### config.mk
export PLATFORM = sky130hd
export DESIGN_NAME = word_xorshift_string_hash_flat
export DESIGN_NICKNAME = d
export VERILOG_FILES = /design/src/wxsh_pkg.sv /design/src/wxsh_ifs.sv /design/src/wxsh_in_stage.sv /design/src/wxsh_core.sv /design/src/wxsh_out_stage.sv /design/src/word_xorshift_string_hash.sv /design/src/flat_wrapper.sv
export SDC_FILE = /design/constraint.sdc
export NUM_CORES = 1
export LEC_CHECK = 0
export ABC_AREA = 1
export BUFFER_PORTS_ARGS = -buffer_cell sky130_fd_sc_hd__buf_2
export CAP_MARGIN = 25
export CORE_ASPECT_RATIO = 0.9
export CORE_MARGIN = 2
export CORE_UTILIZATION = 45
export DETAILED_ROUTE_END_ITERATION = 6
export PLACE_DENSITY_LB_ADDON = 0.2
export SLEW_MARGIN = 20
export SYNTH_ARGS = -nofsm -noshare
export SYNTH_HDL_FRONTEND = slang
export SYNTH_HIERARCHICAL = 1
export SYNTH_SLANG_ARGS = --single-unit
### constraint.sdc
create_clock -name clk -period 3 [get_ports clk]
set_clock_uncertainty 0.2 [all_clocks]
set_input_delay 0.6 -clock clk [delete_from_list [all_inputs] [get_ports clk]]
set_output_delay 0.6 -clock clk [all_outputs]
set_load 0.02 [all_outputs]
### src/wxsh_pkg.sv
// ----------------------------------------------------------------------------
// wxsh_pkg
// Widths, seed and mixing functions shared by the string hash modules.
// ----------------------------------------------------------------------------
`default_nettype none

package wxsh_pkg;

  localparam int WORD_W  = 64;
  localparam int HASH_W  = 32;
  localparam int BYTES   = WORD_W / 8;

  localparam logic [WORD_W-1:0] HASH_SEED = 64'h0000_0000_F39A_5EB6;
  localparam logic [HASH_W-1:0] MASK_RESET = 32'hFFFF_FFFF;

  // Control that travels with the word in the input register
  typedef struct packed {
    logic valid;
    logic last;
  } stage_ctl_t;

  // True if any byte of the word is zero
  function automatic logic has_zero_byte(input logic [WORD_W-1:0] w);
    logic found;
    found = 1'b0;
    for (int k = 0; k < BYTES; k++) begin
      if (w[8*k +: 8] == 8'h00) found = 1'b1;
    end
    return found;
  endfunction

  // Keep bytes up to and including the first zero byte; clear those above
  function automatic logic [WORD_W-1:0] trim_tail(input logic [WORD_W-1:0] w);
    logic              seen;
    logic [WORD_W-1:0] t;
    seen = 1'b0;
    t    = '0;
    for (int k = 0; k < BYTES; k++) begin
      t[8*k +: 8] = seen ? 8'h00 : w[8*k +: 8];
      if (w[8*k +: 8] == 8'h00) seen = 1'b1;
    end
    return t;
  endfunction

  // Fold a word with no zero byte into the running sum
  function automatic logic [WORD_W-1:0] fold_word(input logic [WORD_W-1:0] s_in,
                                                  input logic [WORD_W-1:0] w);
    logic [WORD_W-1:0] s;
    s = s_in ^ w ^ (w << 12);
    s = (s << 3) ^ (s >> 5);
    s = (s << 7) ^ (s >> 13);
    s = (s >> 17) ^ (s << 23);
    return s;
  endfunction

  // Final mixing with the terminating word, low half of the result
  function automatic logic [HASH_W-1:0] finish_word(input logic [WORD_W-1:0] s_in,
                                                    input logic [WORD_W-1:0] w);
    logic [WORD_W-1:0] s;
    s = s_in ^ trim_tail(w) ^ (s_in >> 3);
    s = (s >> 7) ^ (s << 9);
    s = (s >> 13) ^ (s << 17);
    s = (s >> 31) ^ (s >> 45);
    return s[HASH_W-1:0];
  endfunction

endpackage

`default_nettype wire

### src/wxsh_ifs.sv
// ----------------------------------------------------------------------------
// wxsh channel interfaces
// Valid/ready channels for string words, hash results and the mask write.
// ----------------------------------------------------------------------------
`default_nettype none

interface wxsh_word_if import wxsh_pkg::*; ();
  logic              valid;
  logic              ready;
  logic [WORD_W-1:0] text_word;

  modport source (output valid, output text_word, input ready);
  modport sink   (input valid, input text_word, output ready);
endinterface

interface wxsh_hash_if import wxsh_pkg::*; ();
  logic              valid;
  logic              ready;
  logic [HASH_W-1:0] hash_value;

  modport source (output valid, output hash_value, input ready);
  modport sink   (input valid, input hash_value, output ready);
endinterface

interface wxsh_cfg_if import wxsh_pkg::*; ();
  logic              valid;
  logic              ready;
  logic [HASH_W-1:0] hash_mask;

  modport source (output valid, output hash_mask, input ready);
  modport sink   (input valid, input hash_mask, output ready);
endinterface

`default_nettype wire

### src/wxsh_in_stage.sv
// ----------------------------------------------------------------------------
// wxsh_in_stage
// Input register: captures one word per transfer and flags the string end.
// ----------------------------------------------------------------------------
`default_nettype none

module wxsh_in_stage import wxsh_pkg::*; (
  input  wire logic        clk,
  input  wire logic        rst,
  wxsh_word_if.sink        text_in,
  input  wire logic        advance,
  output stage_ctl_t       ctl,
  output logic [WORD_W-1:0] word
);

  logic take;

  // Accept whenever the register is empty or moves on this cycle
  assign text_in.ready = !ctl.valid || advance;
  assign take          = text_in.valid && text_in.ready;

  // Hold the control flags
  always_ff @(posedge clk) begin
    if (rst) begin
      ctl <= '0;
    end else if (take) begin
      ctl.valid <= 1'b1;
      ctl.last  <= has_zero_byte(text_in.text_word);
    end else if (advance) begin
      ctl.valid <= 1'b0;
    end
  end

  // Capture the word itself
  always_ff @(posedge clk) begin
    if (take) begin
      word <= text_in.text_word;
    end
  end

endmodule

`default_nettype wire

### src/wxsh_core.sv
// ----------------------------------------------------------------------------
// wxsh_core
// Running sum, mask register and the per-word fold or final mix.
// ----------------------------------------------------------------------------
`default_nettype none

module wxsh_core import wxsh_pkg::*; (
  input  wire logic         clk,
  input  wire logic         rst,
  wxsh_cfg_if.sink          cfg,
  input  wire stage_ctl_t   ctl,
  input  wire logic [WORD_W-1:0] word,
  input  wire logic         out_free,
  output logic              advance,
  output logic              result_load,
  output logic [HASH_W-1:0] result_hash
);

  logic [WORD_W-1:0] running_sum;
  logic [WORD_W-1:0] running_sum_next;
  logic [HASH_W-1:0] hash_mask;

  // A terminating word waits for room in the result register
  assign advance     = ctl.valid && (!ctl.last || out_free);
  assign result_load = advance && ctl.last;
  assign result_hash = finish_word(running_sum, word) & hash_mask;

  assign cfg.ready = 1'b1;

  // Fold, or return to the seed at the string end
  always_comb begin
    running_sum_next = running_sum;
    if (advance) begin
      running_sum_next = ctl.last ? HASH_SEED : fold_word(running_sum, word);
    end
  end

  // Advance the running sum
  always_ff @(posedge clk) begin
    if (rst) begin
      running_sum <= HASH_SEED;
    end else begin
      running_sum <= running_sum_next;
    end
  end

  // Take mask writes
  always_ff @(posedge clk) begin
    if (rst) begin
      hash_mask <= MASK_RESET;
    end else if (cfg.valid && cfg.ready) begin
      hash_mask <= cfg.hash_mask;
    end
  end

endmodule

`default_nettype wire

### src/wxsh_out_stage.sv
// ----------------------------------------------------------------------------
// wxsh_out_stage
// Result register: holds one hash until the receiver takes it.
// ----------------------------------------------------------------------------
`default_nettype none

module wxsh_out_stage import wxsh_pkg::*; (
  input  wire logic              clk,
  input  wire logic              rst,
  input  wire logic              load,
  input  wire logic [HASH_W-1:0] hash_in,
  output logic                   out_free,
  wxsh_hash_if.source            hash_out
);

  logic              valid;
  logic [HASH_W-1:0] hash_value;

  assign out_free            = !valid || hash_out.ready;
  assign hash_out.valid      = valid;
  assign hash_out.hash_value = hash_value;

  // Hold the result until its transfer completes
  always_ff @(posedge clk) begin
    if (rst) begin
      valid <= 1'b0;
    end else if (load) begin
      valid <= 1'b1;
    end else if (hash_out.ready) begin
      valid <= 1'b0;
    end
  end

  always_ff @(posedge clk) begin
    if (load) begin
      hash_value <= hash_in;
    end
  end

endmodule

`default_nettype wire

### src/word_xorshift_string_hash.sv
// ----------------------------------------------------------------------------
// word_xorshift_string_hash
// Hashes NUL-terminated strings delivered as little-endian 64-bit words.
// ----------------------------------------------------------------------------
// Channels: text_in takes one 64-bit word per transfer, first byte in bits
// 7:0. A word with no zero byte is folded into the running sum and gives no
// result. The first word holding a zero byte ends the string and gives one
// hash_value on hash_out, the low 32 bits of the mixed sum ANDed with the
// mask; the sum then returns to its seed. cfg writes the mask; write it only
// while no string is in flight.
// Flow: a terminating word passes from the input register to the result
// register, waiting in the input register while that one is full.
// Throughput: one word per cycle while no terminating word waits, set by
// the single fold of the running sum.
// Reset (rst, synchronous): empties both registers, loads the seed and sets
// the mask to all ones. When the receiver stalls, the result holds and words
// without a zero byte still flow; a terminating word waits in the input
// register, and text_in.ready drops until the held result is taken.
// ----------------------------------------------------------------------------
`default_nettype none

module word_xorshift_string_hash import wxsh_pkg::*; (
  input  wire logic    clk,
  input  wire logic    rst,
  wxsh_word_if.sink    text_in,
  wxsh_hash_if.source  hash_out,
  wxsh_cfg_if.sink     cfg
);

  stage_ctl_t        ctl;
  logic [WORD_W-1:0] word;
  logic              advance;
  logic              out_free;
  logic              result_load;
  logic [HASH_W-1:0] result_hash;

  wxsh_in_stage u_in_stage (
    .clk     (clk),
    .rst     (rst),
    .text_in (text_in),
    .advance (advance),
    .ctl     (ctl),
    .word    (word)
  );

  wxsh_core u_core (
    .clk         (clk),
    .rst         (rst),
    .cfg         (cfg),
    .ctl         (ctl),
    .word        (word),
    .out_free    (out_free),
    .advance     (advance),
    .result_load (result_load),
    .result_hash (result_hash)
  );

  wxsh_out_stage u_out_stage (
    .clk      (clk),
    .rst      (rst),
    .load     (result_load),
    .hash_in  (result_hash),
    .out_free (out_free),
    .hash_out (hash_out)
  );

endmodule

`default_nettype wire

### src/flat_wrapper.sv
// flat-port wrapper written by rule: the top's interface ports become plain ports
module word_xorshift_string_hash_flat import wxsh_pkg::*;
  (clk, rst, text_in_valid, text_in_text_word, text_in_ready, hash_out_valid, hash_out_hash_value, hash_out_ready, cfg_valid, cfg_hash_mask, cfg_ready);
  wxsh_word_if text_in_i ();
  wxsh_hash_if hash_out_i ();
  wxsh_cfg_if cfg_i ();
  input  wire logic clk;
  input  wire logic rst;
  input wire logic [$bits(text_in_i.valid)-1:0] text_in_valid;
  input wire logic [$bits(text_in_i.text_word)-1:0] text_in_text_word;
  output wire logic [$bits(text_in_i.ready)-1:0] text_in_ready;
  output wire logic [$bits(hash_out_i.valid)-1:0] hash_out_valid;
  output wire logic [$bits(hash_out_i.hash_value)-1:0] hash_out_hash_value;
  input wire logic [$bits(hash_out_i.ready)-1:0] hash_out_ready;
  input wire logic [$bits(cfg_i.valid)-1:0] cfg_valid;
  input wire logic [$bits(cfg_i.hash_mask)-1:0] cfg_hash_mask;
  output wire logic [$bits(cfg_i.ready)-1:0] cfg_ready;
  assign text_in_i.valid = text_in_valid;
  assign text_in_i.text_word = text_in_text_word;
  assign text_in_ready = text_in_i.ready;
  assign hash_out_valid = hash_out_i.valid;
  assign hash_out_hash_value = hash_out_i.hash_value;
  assign hash_out_i.ready = hash_out_ready;
  assign cfg_i.valid = cfg_valid;
  assign cfg_i.hash_mask = cfg_hash_mask;
  assign cfg_ready = cfg_i.ready;
  word_xorshift_string_hash u_core (.clk(clk), .rst(rst), .text_in(text_in_i), .hash_out(hash_out_i), .cfg(cfg_i));
endmodule
==> results.json <==
{
  "status": "finished clean",
  "synth-edff-count": 96,
  "max-vdd-ir-drop_v": 0.000457,
  "yosys.area.top_type_share": 0.247,
  "hold_path_class": "in -> reg",
  "setup_viol": 0,
  "final_common_cell": "nand2_1",
  "wire_per_inst_um": 19.8,
  "postCtsHoldBufs": 0,
  "port_buffers": 134,
  "nNetsFinal": 1714,
  "tns_ns": 0,
  "syn-cell-area_sq_um": 11700,
  "grt_max_degree": 71,
  "max_slew_margin": 0.490,
  "synthDistinctLibCells": 42,
  "start_kind": "flop",
  "final_cell_mix": "nand2_1, xnor2_1, buf_2",
  "cts_sinks": 188,
  "async_flop_share": 0,
  "rows": 55,
  "power_leakage_nw": 6.28,
  "tritoncts": "built",
  "antenna_found_initial": 0,
  "initial_core_util": 0.461,
  "finalMaxSlewViolations": 0,
  "pwr-share-comb": 0.532,
  "worst_pin_slew_ns": 0.764,
  "rsz0062_at_grt": "false",
  "yosysWarnings": 6,
  "dr.pass1.iters": 5,
  "place_congestion": 1.01,
  "synth_nets": 1550,
  "synth_area_leaders": "edfxtp_1, dfxtp_1, nand2_1",
  "fin_crit_sh": 0.927,
  "utilization": 0.538,
  "crit_required_ns": 3.01,
  "critPathArrivalTime_ns": 2.79,
  "die_h_um": 157,
  "clk_pin_slew_ns": 0.08,
  "wl_um": 39000,
  "grt_pass1_vias": 9711,
  "hold_viol": 0,
  "crit_fanout": 16,
  "p_per_area_nw_per_um2": 939,
  "clk_latency_ns": 0.45,
  "syn_inst": 1449,
  "die_w_um": 174,
  "area_growth_pct": 16.6,
  "fmax_mhz": 360,
  "viasPerCell": 5.22,
  "synth_ff_type": "edfxtp_1",
  "cts-buffers-inserted": 17,
  "ioPinCount": 136,
  "antenna_cells": 0,
  "ys_ff_latch": 188,
  "clockPowerShare": 0.177,
  "grt-ovfl-total": 0,
  "ant_nets": 0,
  "grt_use_total": 0.289,
  "crit_type": "reg -> reg",
  "drt-initial-drc-count": 1026,
  "root_buffer": "clkbuf_16",
  "fill_cells": 2481,
  "route.detailed.drc": 0,
  "dieArea_sq_um": 27300,
  "p_sw_w": 0.00588,
  "avgSynthCellArea_sq_um": 8.06,
  "clockBufferDepth": 2,
  "worstSetupEndpointType": "flop",
  "h-tree-depth": 4,
  "netSwitchingFraction": 0.460,
  "synth_area_leader_cell": "edfxtp_1",
  "dp_hpwl_um": 31300,
  "p_int_w": 0.00692,
  "yosysSeqAreaShare": 0.404,
  "p_seq_frac": 0.291,
  "grt_pass1_wl_um": 58000,
  "min_period_ns": 2.78,
  "drive_above_1_share": 0.174,
  "max_cap_violations": 0,
  "core_sq_um": 25300,
  "vias": 10300
}
layer usage:
layer  vias to the layer above  track usage  wire (um)  share of wire
li1                       4955            -          -              -
met1                      4809        0.405      17700           0.45
met2                       432        0.455      17000           0.44
met3                        81       0.0530       3030          0.078
met4                         0       0.0892       1230          0.032
met5                         -            0          0              0
sequential cells by signal, indices dropped and copies added (netlist names):
register and cells:
u_core/u_core/hash_mask 32, u_core/u_core/running_sum 57, u_core/u_in_stage/ctl 2, u_core/u_in_stage/word 64, u_core/u_out_stage/hash_out.hash_value 32, u_core/u_out_stage/hash_out.valid 1
cell usage after synthesis, types with 3 or more instances:
master    number
nor2_4         3
o21ai_0       30
a21boi_1       3
nand2_1      398
inv_1        101
xnor2_1      161
nand3_2        4
dfxtp_1       92
nand4_1       16
clkbuf_1      24
a21boi_0       4
xor2_1       128
buf_2          7
nand3b_1      17
nand2_2        9
or2_2          9
clkinv_1       5
a21oi_1       77
nor2_1        91
xnor3_1        3
nand2_4        5
nor2_2         3
edfxtp_1      96
inv_2         22
nand3_1      114
buf_6          3
stage by stage:
stage	power [W]	hold WS [ns]	setup slack, ns	cells	area (sq um)
detailed placement	0.0104	0.238	0.204	1932	13000
CTS	0.0127	0.120	0.145	1964	13600
floorplan	0.00847	0.221	0.456	1449	11700
finish	0.0128	0.136	0.218	1968	13600
global route	0.0136	0.125	0.0533	1968	13600
global placement	0.0103	0.231	0.193	1932	13000
worst paths after layout:
path,cells after the start,startpoint,slack (ns),to
worst min register to register,2,u_core/u_core/hash_mask[14],0.26,u_core/u_core/hash_mask[14]
worst min-delay path,1,text_in_text_word[24],0.14,u_core/u_in_stage/word[24]
worst max-delay path,13,u_core/u_in_stage/word[20],0.22,u_core/u_out_stage/hash_out.hash_value[6]
worst max register to register,13,u_core/u_in_stage/word[20],0.22,u_core/u_out_stage/hash_out.hash_value[6]
logic make-up (layout without fill, tap and decap cells):
family | count (synthesis) | after routing | synth area share
AND/OR/NAND/NOR | 682 | 682 | 0.261
XOR/XNOR | 293 | 293 | 0.224
flip-flops | 188 | 188 | 0.404
buffers and inverters | 166 | 343 | 0.0573
AO/OA/AOI/OAI | 119 | 119 | 0.0532
other | 1 | 1 | 0.000321
layout make-up:
class                      count  area, sq um  share of cell area
multi-input combinational   1095         6330               0.465
sequential                   188         4720               0.347
timing repair buffer         183         1080              0.0789
inverter                     128          480              0.0353
clock buffer                  18          429              0.0315
tap                          342          428              0.0314
clock inverter                14          159              0.0117
critical path: stages (launching register included):
cell and delay [ns]:
edfxtp_1 0.51, inv_2 0.10, nand2_1 0.06, nor2_1 0.22
nand2_4 0.17, inv_2 0.13, nor2_8 0.09, nand3b_1 0.10
nand2_1 0.17, xnor2_2 0.29, buf_4 0.17, nand3_1 0.08
a21oi_1 0.16, nor2_1 0.06
power groups by stage:
stage	Combinational, W	Clock (W)	Sequential, W
finish	0.00681	0.00227	0.00372
global route	0.00749	0.00241	0.00374
CTS	0.00671	0.00231	0.00369
detailed placement	0.00665	0	0.00375
global placement	0.00659	0	0.00375
floorplan	0.00493	0	0.00353
repair_timing:
item / 4_1_cts / 5_1_grt
resized for setup: 0 / 3
buffers inserted: 0 / 4
setup endpoints to repair: 0 / 5
No activity file was read; power rests on OpenSTA's default activity.
